<file path="src/rtl/i2c_master_bit_engine_unit_assert.svh">
// Assertion macros for the I2C master bit engine.
// Each macro expects clk and rst_n in scope; no other dependencies.
`ifndef I2C_MASTER_BIT_ENGINE_UNIT_ASSERT_SVH
`define I2C_MASTER_BIT_ENGINE_UNIT_ASSERT_SVH

// Check a same-cycle or delayed consequence of a condition.
`define I2CMB_ASSERT_IMPL(label, ante, cons, msg) \
  label: assert property (@(posedge clk) disable iff (!rst_n) (ante) |-> cons) \
    else $error(msg);

// Check a consequence in the cycle after a condition.
`define I2CMB_ASSERT_NEXT(label, ante, cons, msg) \
  label: assert property (@(posedge clk) disable iff (!rst_n) (ante) |=> (cons)) \
    else $error(msg);

`endif

</file>
<file path="src/rtl/i2cmb_pkg.sv">
// Shared types and constants for the I2C master bit engine.
// No dependencies.
package i2cmb_pkg;

  localparam logic [15:0] PHASE_TICKS_RST = 16'd50;
  localparam int          QUEUE_DEPTH_DEF = 4;
  localparam int          PADDR_W         = 3;
  localparam logic        REG_PHASE_TICKS = 1'b0;  // word index of phase_ticks

  typedef enum logic [2:0] {
    CMD_NONE  = 3'd0,
    CMD_START = 3'd1,
    CMD_STOP  = 3'd2,
    CMD_WRITE = 3'd3,
    CMD_CHECK = 3'd4,
    CMD_READ  = 3'd5
  } cmd_t;

  typedef struct packed {
    logic [2:0] command;
    logic [7:0] write_data;
    logic       send_ack;
    logic       sda_in;
  } in_item_t;

  typedef struct packed {
    logic       scl_out;
    logic       sda_out;
    logic       busy_res;
    logic       done_res;
    logic [7:0] read_data;
    logic       ack_seen;
  } out_item_t;

  typedef struct packed {
    cmd_t       cmd;
    logic [7:0] write_data;
    logic       send_ack;
    logic       sda_in;
  } q_item_t;

  typedef struct packed {
    logic valid;
    logic full;
  } q_status_t;

  typedef struct packed {
    logic scl;
    logic sda;
  } pins_t;

endpackage

</file>
<file path="src/rtl/i2cmb_front.sv">
// Front end: accepts ticks and decodes the command code.
// Depends on i2cmb_pkg.
module i2cmb_front
  import i2cmb_pkg::*;
(
  input  logic      in_valid,
  output logic      in_ready,
  input  in_item_t  in_data,
  input  q_status_t q_status,
  output logic      push,
  output q_item_t   push_item
);

  cmd_t cmd;

  always_comb begin
    unique case (in_data.command)
      CMD_START: cmd = CMD_START;
      CMD_STOP:  cmd = CMD_STOP;
      CMD_WRITE: cmd = CMD_WRITE;
      CMD_CHECK: cmd = CMD_CHECK;
      CMD_READ:  cmd = CMD_READ;
      default:   cmd = CMD_NONE;  // none and unused codes
    endcase
  end

  assign in_ready             = ~q_status.full;
  assign push                 = in_valid & in_ready;
  assign push_item.cmd        = cmd;
  assign push_item.write_data = in_data.write_data;
  assign push_item.send_ack   = in_data.send_ack;
  assign push_item.sda_in     = in_data.sda_in;

endmodule

</file>
<file path="src/rtl/i2cmb_queue.sv">
// Small FIFO between the decode front end and the bit sequencer.
// Depends on i2cmb_pkg.
module i2cmb_queue
  import i2cmb_pkg::*;
#(
  parameter int DEPTH = QUEUE_DEPTH_DEF
) (
  input  logic      clk,
  input  logic      rst_n,
  input  logic      push,
  input  q_item_t   push_item,
  input  logic      pop,
  output q_item_t   head_item,
  output q_status_t status
);

  localparam int PTR_W = (DEPTH > 1) ? $clog2(DEPTH) : 1;
  localparam int CNT_W = $clog2(DEPTH + 1);

  q_item_t            mem_r [DEPTH];
  logic [PTR_W-1:0]   wr_ptr_r, wr_ptr_nxt;
  logic [PTR_W-1:0]   rd_ptr_r, rd_ptr_nxt;
  logic [CNT_W-1:0]   count_r, count_nxt;

  always_comb begin
    wr_ptr_nxt = wr_ptr_r;
    rd_ptr_nxt = rd_ptr_r;
    if (push) begin
      wr_ptr_nxt = (wr_ptr_r == PTR_W'(DEPTH - 1)) ? '0 : PTR_W'(wr_ptr_r + 1'b1);
    end
    if (pop) begin
      rd_ptr_nxt = (rd_ptr_r == PTR_W'(DEPTH - 1)) ? '0 : PTR_W'(rd_ptr_r + 1'b1);
    end
    count_nxt = CNT_W'(count_r + CNT_W'(push) - CNT_W'(pop));
  end

  always_ff @(posedge clk) begin
    if (!rst_n) begin
      wr_ptr_r <= '0;
      rd_ptr_r <= '0;
      count_r  <= '0;
    end else begin
      wr_ptr_r <= wr_ptr_nxt;
      rd_ptr_r <= rd_ptr_nxt;
      count_r  <= count_nxt;
    end
  end

  always_ff @(posedge clk) begin
    if (push) begin
      mem_r[wr_ptr_r] <= push_item;
    end
  end

  assign head_item    = mem_r[rd_ptr_r];
  assign status.valid = (count_r != '0);
  assign status.full  = (count_r == CNT_W'(DEPTH));

endmodule

</file>
<file path="src/rtl/i2cmb_back.sv">
// Back end: I2C bit sequencer, one tick per popped item, plus result register.
// Depends on i2cmb_pkg.
module i2cmb_back
  import i2cmb_pkg::*;
(
  input  logic        clk,
  input  logic        rst_n,
  input  logic [15:0] phase_ticks,
  input  q_status_t   q_status,
  input  q_item_t     q_item,
  output logic        pop,
  output logic        out_valid,
  input  logic        out_ready,
  output out_item_t   out_data
);

  cmd_t        act_r, act_nxt;
  logic [3:0]  step_r, step_nxt;
  logic [15:0] tick_r, tick_nxt;
  logic [3:0]  bit_r, bit_nxt;
  logic [7:0]  shift_r, shift_nxt;
  logic        ack_r, ack_nxt;
  logic        ack_send_r, ack_send_nxt;
  logic        scl_r, scl_nxt;
  logic        sda_r, sda_nxt;
  logic [7:0]  rbyte_r, rbyte_nxt;
  logic        out_valid_r;
  out_item_t   out_data_r;

  logic [15:0] limit;
  logic        fin;
  logic        show;
  pins_t       pins;

  function automatic pins_t show_phase(cmd_t c, logic [3:0] s, logic b, logic a);
    pins_t p;
    p = '{scl: 1'b1, sda: 1'b1};
    unique case (c)
      CMD_START: p = '{scl: (s < 4'd2), sda: (s == 4'd0)};
      CMD_STOP:  p = '{scl: (s == 4'd1), sda: 1'b0};
      CMD_WRITE: p = '{scl: (s == 4'd0), sda: b};
      CMD_CHECK: p = '{scl: (s < 4'd2), sda: 1'b1};
      CMD_READ: begin
        if (s < 4'd2) p = '{scl: (s == 4'd1), sda: 1'b1};
        else          p = '{scl: (s == 4'd3), sda: ~a};
      end
      default:   p = '{scl: 1'b1, sda: 1'b1};
    endcase
    return p;
  endfunction

  // Advance only when the result register is free or being drained.
  assign pop   = q_status.valid & (~out_valid_r | out_ready);
  assign limit = (phase_ticks == 16'd0) ? 16'd1 : phase_ticks;

  always_comb begin
    act_nxt      = act_r;
    step_nxt     = step_r;
    tick_nxt     = tick_r;
    bit_nxt      = bit_r;
    shift_nxt    = shift_r;
    ack_nxt      = ack_r;
    ack_send_nxt = ack_send_r;
    scl_nxt      = scl_r;
    sda_nxt      = sda_r;
    rbyte_nxt    = rbyte_r;
    fin          = 1'b0;
    show         = 1'b0;
    pins         = '{scl: 1'b1, sda: 1'b1};
    if (pop) begin
      if (act_r == CMD_NONE) begin
        if (q_item.cmd != CMD_NONE) begin
          act_nxt  = q_item.cmd;
          step_nxt = 4'd0;
          bit_nxt  = 4'd0;
          tick_nxt = 16'd1;
          if (q_item.cmd == CMD_WRITE) shift_nxt = q_item.write_data;
          if (q_item.cmd == CMD_READ) begin
            shift_nxt    = 8'd0;
            ack_send_nxt = q_item.send_ack;
          end
          show = 1'b1;
        end
      end else if (tick_r >= limit) begin
        tick_nxt = 16'd1;
        unique case (act_r)
          CMD_START: begin
            if (step_r >= 4'd2) fin = 1'b1;
            else begin
              step_nxt = 4'(step_r + 4'd1);
              show     = 1'b1;
            end
          end
          CMD_STOP: begin
            if (step_r >= 4'd1) begin
              scl_nxt = 1'b1;
              sda_nxt = 1'b1;
              fin     = 1'b1;
            end else begin
              step_nxt = 4'(step_r + 4'd1);
              show     = 1'b1;
            end
          end
          CMD_WRITE: begin
            if (step_r == 4'd0) begin
              step_nxt = 4'd1;
              show     = 1'b1;
            end else begin
              shift_nxt = {shift_r[6:0], 1'b0};
              bit_nxt   = 4'(bit_r + 4'd1);
              if (bit_nxt >= 4'd8) fin = 1'b1;
              else begin
                step_nxt = 4'd0;
                show     = 1'b1;
              end
            end
          end
          CMD_CHECK: begin
            if (step_r == 4'd0) ack_nxt = ~q_item.sda_in;
            if (step_r >= 4'd2) fin = 1'b1;
            else begin
              step_nxt = 4'(step_r + 4'd1);
              show     = 1'b1;
            end
          end
          CMD_READ: begin
            if (step_r == 4'd1) begin
              shift_nxt = {shift_r[6:0], q_item.sda_in};
              bit_nxt   = 4'(bit_r + 4'd1);
              if (bit_nxt >= 4'd8) begin
                rbyte_nxt = shift_nxt;
                step_nxt  = 4'd2;
              end else begin
                step_nxt = 4'd0;
              end
              show = 1'b1;
            end else if (step_r >= 4'd4) begin
              fin = 1'b1;
            end else begin
              step_nxt = 4'(step_r + 4'd1);
              show     = 1'b1;
            end
          end
          default: fin = 1'b1;
        endcase
        if (fin) begin
          act_nxt  = CMD_NONE;
          step_nxt = 4'd0;
          bit_nxt  = 4'd0;
          tick_nxt = 16'd0;
        end
      end else begin
        tick_nxt = 16'(tick_r + 16'd1);
      end
      if (show) begin
        pins    = show_phase(act_nxt, step_nxt, shift_nxt[7], ack_send_nxt);
        scl_nxt = pins.scl;
        sda_nxt = pins.sda;
      end
    end
  end

  always_ff @(posedge clk) begin
    if (!rst_n) begin
      act_r       <= CMD_NONE;
      step_r      <= 4'd0;
      tick_r      <= 16'd0;
      bit_r       <= 4'd0;
      shift_r     <= 8'd0;
      ack_r       <= 1'b0;
      ack_send_r  <= 1'b0;
      scl_r       <= 1'b1;
      sda_r       <= 1'b1;
      rbyte_r     <= 8'd0;
      out_valid_r <= 1'b0;
    end else begin
      act_r       <= act_nxt;
      step_r      <= step_nxt;
      tick_r      <= tick_nxt;
      bit_r       <= bit_nxt;
      shift_r     <= shift_nxt;
      ack_r       <= ack_nxt;
      ack_send_r  <= ack_send_nxt;
      scl_r       <= scl_nxt;
      sda_r       <= sda_nxt;
      rbyte_r     <= rbyte_nxt;
      out_valid_r <= pop | (out_valid_r & ~out_ready);
    end
  end

  always_ff @(posedge clk) begin
    if (pop) begin
      out_data_r.scl_out   <= scl_nxt;
      out_data_r.sda_out   <= sda_nxt;
      out_data_r.busy_res  <= (act_nxt != CMD_NONE);
      out_data_r.done_res  <= fin;
      out_data_r.read_data <= rbyte_nxt;
      out_data_r.ack_seen  <= ack_nxt;
    end
  end

  assign out_valid = out_valid_r;
  assign out_data  = out_data_r;

endmodule

</file>
<file path="src/rtl/i2c_master_bit_engine_unit.sv">
// I2C master bit engine top level: APB register, front end, queue, sequencer.
// Depends on i2cmb_pkg, i2cmb_front, i2cmb_queue, i2cmb_back and the assert header.
//
// Usage: every input transfer is one timebase tick carrying an optional
// command (start, stop, write byte, check ack, read byte), the byte to send,
// the ACK/NACK choice for reads and the sampled SDA level. Every tick yields
// exactly one result transfer with the SCL/SDA levels to drive, busy, a
// one-tick done flag, the last read byte and the last acknowledge seen.
// Commands arriving while busy, and codes 6 and 7, are ignored.
// phase_ticks (APB register 0, reset 50) sets the ticks per bus phase; zero
// acts as one. Write it only while the engine is idle.
// Path: an input transfer is written into the queue, then the sequencer steps
// it into the result register. Throughput: one tick per cycle while the
// receiver takes results, set by the single-step sequencer update; the queue and
// the result register let the input side keep taking ticks while a result waits.
// Reset: queue and result register empty, sequencer idle, SCL and SDA
// released high, read byte and ack flag cleared, phase_ticks back to 50.
// Receiver stall: the result register holds, the sequencer halts, the queue
// fills and in_ready drops once it is full.
`include "i2c_master_bit_engine_unit_assert.svh"

module i2c_master_bit_engine_unit
  import i2cmb_pkg::*;
#(
  parameter int QUEUE_DEPTH = QUEUE_DEPTH_DEF
) (
  input  logic               clk,
  input  logic               rst_n,
  // tick input channel
  input  logic               in_valid,
  output logic               in_ready,
  input  in_item_t           in_data,
  // result channel
  output logic               out_valid,
  input  logic               out_ready,
  output out_item_t          out_data,
  // APB register port
  input  logic               psel,
  input  logic               penable,
  input  logic               pwrite,
  input  logic [PADDR_W-1:0] paddr,
  input  logic [31:0]        pwdata,
  output logic [31:0]        prdata,
  output logic               pready
);

  logic [15:0] phase_ticks_r;
  logic        cfg_wr;
  logic        push;
  logic        pop;
  q_item_t     push_item;
  q_item_t     head_item;
  q_status_t   q_status;

  // Register write completes in the access phase; pready is tied high.
  assign pready = 1'b1;
  assign cfg_wr = psel & penable & pwrite & pready;

  always_ff @(posedge clk) begin
    if (!rst_n) begin
      phase_ticks_r <= PHASE_TICKS_RST;
    end else if (cfg_wr && paddr[PADDR_W-1] == REG_PHASE_TICKS) begin
      phase_ticks_r <= pwdata[15:0];
    end
  end

  // Read back the word addressed; unmapped words read zero.
  assign prdata = (paddr[PADDR_W-1] == REG_PHASE_TICKS) ? {16'd0, phase_ticks_r} : 32'd0;

  // Decode the command and feed the queue.
  i2cmb_front u_front (
    .in_valid  (in_valid),
    .in_ready  (in_ready),
    .in_data   (in_data),
    .q_status  (q_status),
    .push      (push),
    .push_item (push_item)
  );

  // Decouple intake from the sequencer so each side stalls on its own.
  i2cmb_queue #(
    .DEPTH (QUEUE_DEPTH)
  ) u_queue (
    .clk       (clk),
    .rst_n     (rst_n),
    .push      (push),
    .push_item (push_item),
    .pop       (pop),
    .head_item (head_item),
    .status    (q_status)
  );

  // Step the bus sequencer once per tick and register the result.
  i2cmb_back u_back (
    .clk         (clk),
    .rst_n       (rst_n),
    .phase_ticks (phase_ticks_r),
    .q_status    (q_status),
    .q_item      (head_item),
    .pop         (pop),
    .out_valid   (out_valid),
    .out_ready   (out_ready),
    .out_data    (out_data)
  );

  // A finishing tick never reports busy.
  `I2CMB_ASSERT_IMPL(a_done_not_busy, out_valid && out_data.done_res, !out_data.busy_res, "done with busy set")
  // From empty, a tick passes through the queue, then the result register.
  `I2CMB_ASSERT_IMPL(a_latency, in_valid && in_ready && !q_status.valid && !out_valid, ##2 out_valid, "result latency exceeded")
  // A register write lands in phase_ticks on the next cycle.
  `I2CMB_ASSERT_NEXT(a_cfg_write, cfg_wr && paddr[PADDR_W-1] == REG_PHASE_TICKS, phase_ticks_r == $past(pwdata[15:0]), "phase_ticks write lost")

endmodule

</file>
<file path="config.mk">
export PLATFORM = sky130hd
export DESIGN_NAME = i2c_master_bit_engine_unit
export DESIGN_NICKNAME = d
export VERILOG_FILES = /design/src/rtl/i2cmb_pkg.sv /design/src/rtl/i2cmb_front.sv /design/src/rtl/i2cmb_queue.sv /design/src/rtl/i2cmb_back.sv /design/src/rtl/i2c_master_bit_engine_unit.sv
export VERILOG_INCLUDE_DIRS = /design/src /design/src/rtl
export SDC_FILE = /design/constraint.sdc
export NUM_CORES = 1
export LEC_CHECK = 0
export BUFFER_PORTS_ARGS = -buffer_cell sky130_fd_sc_hd__buf_2
export CORE_MARGIN = 5
export CORE_UTILIZATION = 40
export DETAILED_ROUTE_END_ITERATION = 6
export SYNTH_ARGS = -nofsm -noshare
export SYNTH_HDL_FRONTEND = slang
export SYNTH_SLANG_ARGS = --single-unit
</file>
<file path="constraint.sdc">
create_clock -name clk -period 3.45 [get_ports clk]
set_input_delay 0.345 -clock clk [delete_from_list [all_inputs] [get_ports clk]]
set_output_delay 0.345 -clock clk [all_outputs]
set_load 0.005 [all_outputs]
</file>
==> results.cfg <==
[sta]
drv_slew = 0
setup_viol_count_final = 0
hold_viol_final = 0
setup_ws_ns = 0.218
slew_headroom = 0.531
period_share = 0.937
worst_pin_slew_ns = 0.703
whs_ns = 0.132
tns_ns = 0
fin_crit_ns = 3.23
fmax_mhz = 309
clock_skew_ns = 0.00710
rsz0062_at_grt = no

[setup_path]
endpoint_kind = flop
critical-path-max-stage-delay_ns = 0.52
cp.arrival_ns = 3.54
crit_fanout = 8
crit_chain = nor4_1 -> a41o_1 -> ha_1 -> a31oi_1 -> nor2b_1 -> o2111ai_1 -> a21boi_4 -> nand2_1 -> or4_1 -> buf_4 -> mux2_4 -> and2_1
worstSetupStartpoint = phase_ticks_r[1]$_SDFFE_PN1P_
crit_slowest_cell = or4_1
worstPathRequired_ns = 3.76
rr_worst_depth = 12
r2r-end = u_back.rbyte_r[2]$_SDFF_PN0_
timing.rr.start = phase_ticks_r[1]$_SDFFE_PN1P_
rrSetupSlack_ns = 0.22
startpoint_type = flop
critical_path_class = reg -> reg

[synth]
synth_area_mm2 = 0.00683
synthCells = 652
yosysMostFrequentCell = nor2_1
avgSynthCellArea_um2 = 10.5
synth_warnings = 0
synth-seq-area-share = 0.500
ys_seq_elements = 138
yosysTopAreaCell = edfxtp_1
async_flop_share = 0
synth_edf_count = 65
ys_top_cells_by_area = edfxtp_1 29%, dfxtp_1 21%, ha_1 5.5%
yosysTopAreaCellShare = 0.286
yosysUniqueCellTypes = 81
synthTopCellsByCount = 76 x nor2_1, 73 x dfxtp_1, 65 x edfxtp_1, 62 x nand2_1, 39 x a21oi_1
ys.flop_type = dfxtp_1

[drt]
firstDrtPassIters = 5
ant_nets = 0
wl_mm = 15.8
wl_per_cell_um = 16.4
viasPerCell = 5.25
drc = 0
drtIter0Drc = 207
vias = 5042

[clock_tree]
cts.path.max_buffers = 2
h-tree-depth = 4
cts_root_buf = clkbuf_16
cts_tree = yes
clk_pin_slew_ns = 0.07
insertion_delay_ns = 0.42
cts_buffers = 17
cts_sinks = 138
postCtsSetupBuffers = 0

[cells_and_area]
multi_input_area_mm2 = 0.00312
drive_gt1_frac = 0.203
nets = 813
syn_to_final_growth_pct = 16.8
fillers = 1527
insertedDiodeCount = 0
seq_area_mm2 = 0.00341

[hold_path]
hold_start = in_data[4]
min_path_cells = 1
hold_path.class = in -> reg
min_to = u_queue.mem_r[3][4]$_DFFE_PP_

[global_routing]
grtUsageTotal = 0.161
grt-ovfl-total = 0
antenna_found_initial = 0
grt_max_degree = 25
grt_pass1_wl_mm = 25.5
grt_pass1_vias = 5008

[floorplanning]
io_pins = 103
coreArea_mm2 = 0.0166
dieArea_mm2 = 0.0198
fp.dieW_um = 141
rows = 47
die_h_um = 141
initial_core_util = 0.410

[power]
peakVddDrop_uv = 436
p_per_area_mw_per_mm2 = 737
power.leakage_nw = 3.10

[job]
cap_viol_max_count = 0

[place]
detailed_place_hpwl_mm = 11.7
io_buffers = 67
place_ws_ns = 0.217
gp_congestion = 0.884

[run_status]
status = completed
==> placed cells by master, fill, tap and decap left out, types with 4 or more instances in the layout <==
| cell type | n |
|---|---|
| nor2_1 | 76 |
| dfxtp_1 | 73 |
| buf_2 | 67 |
| edfxtp_1 | 65 |
| nand2_1 | 62 |
| a21oi_1 | 39 |
| inv_1 | 30 |
| ha_1 | 30 |
| conb_1 | 17 |
| clkbuf_16 | 17 |
| buf_4 | 16 |
| and2_1 | 15 |
| nor3_1 | 14 |
| nand3_1 | 14 |
| a211oi_1 | 14 |
| mux4_2 | 13 |
| xor2_1 | 12 |
| nor2b_1 | 10 |
| o21ai_0 | 9 |
| and3_1 | 9 |
| mux2_4 | 8 |
| nand2b_1 | 6 |
| a22oi_1 | 6 |
| nor4_1 | 5 |
| o21ai_1 | 5 |
| o211ai_1 | 5 |
| a31oi_1 | 4 |
| o2111ai_1 | 4 |
| or3_1 | 4 |
| mux2i_1 | 4 |
| xnor2_1 | 4 |
| inv_6 | 4 |
==> flip-flops by register name, summed over array words and instances, names as in the netlist, named ones only <==
register and cells:
u_queue.rd_ptr_r 2, phase_ticks_r 16, u_back.rbyte_r 8, u_queue.wr_ptr_r 2, u_queue.count_r 3, u_back.act_r 3
u_back.step_r 4, u_back.sda_r 1, u_back.ack_send_r 1, u_back.out_data 13, u_back.ack_r 1, u_queue.mem_r 52
u_back.shift_r 8, u_back.out_valid 1, u_back.bit_r 4, u_back.tick_r 16, u_back.scl_r 1
==> kinds of logic (layout without fill, tap and decap cells) <==
family / after synthesis / count (layout) / share of synthesized area
AOI/OAI and AO/OA: 129 / 129 / 0.133
xor gates and xnor gates: 16 / 16 / 0.0205
adders and majority gates: 32 / 32 / 0.0594
buffers and inverters: 74 / 147 / 0.0515
DFF: 138 / 138 / 0.500
muxes: 25 / 25 / 0.0664
other: 2 / 17 / 0.00110
and+or+nand+nor: 236 / 236 / 0.168
==> report_power, final <==
part / switching (mW) / leakage [nW] / internal [mW]
combinational: 1.13 / 1.62 / 0.752
sequential: 0.206 / 1.20 / 2.00
clock: 0.768 / 0.277 / 1.02
==> worst max-delay path by stage <==
stage	end	slack, ns	cells past startpoint
floorplan	u_queue.count_r[2]$_SDFF_PN0_	0.53	13
global placement	u_back.rbyte_r[2]$_SDFF_PN0_	0.24	12
detailed placement	u_back.rbyte_r[2]$_SDFF_PN0_	0.22	12
CTS	u_back.rbyte_r[2]$_SDFF_PN0_	0.20	12
global route	u_back.scl_r$_SDFF_PN1_	0.02	11
finish	u_back.rbyte_r[2]$_SDFF_PN0_	0.22	12
==> final cells by class <==
class,instances,area share
tap,220,0.0345
clock buffer,17,0.0534
multi-input combinational,455,0.392
clock inverter,15,0.0199
inverter,32,0.0151
timing repair buffer,83,0.0571
sequential,138,0.428
==> critical path, delay by kind of cell, from the launching register on <==
kind | cells | cell delay, ns
buf+inv | 1 | 0.20
compound gates | 4 | 0.87
simple gates | 5 | 1.29
flops | 1 | 0.31
fa+ha+maj | 1 | 0.12
mux | 1 | 0.31
==> what timing repair did <==
item / CTS / global route
setup endpoints to repair: 0 / 2
hold buffers: 0 / 0
resized for setup: 0 / 1
endpoints found under the hold margin: 0 / 0
==> metal layers <==
metal  part of all wire  track usage  vias to the layer above  wire length [µm]
met2               0.50        0.276                      122              7930
met1               0.43        0.198                     2434              6810
met4              0.011       0.0423                        0               174
met3              0.055       0.0477                       10               866
li1                   -            -                     2476                 -
met5                  0            0                        -                 0
==> through the flow <==
| stage | instances | total power [mW] | util | area [µm²] |
|---|---|---|---|---|
| finish | 960 | 5.87 | 0.479 | 7970 |
| global route | 960 | 6.25 | 0.479 | 7970 |
| CTS | 960 | 5.91 | 0.479 | 7970 |
| detailed placement | 928 | 4.12 | 0.444 | 7380 |
| global placement | 928 | 4.08 | 0.444 | 7380 |
| floorplan | 667 | 3.54 | - | 6880 |
No activity file was read; power rests on OpenSTA's default activity.
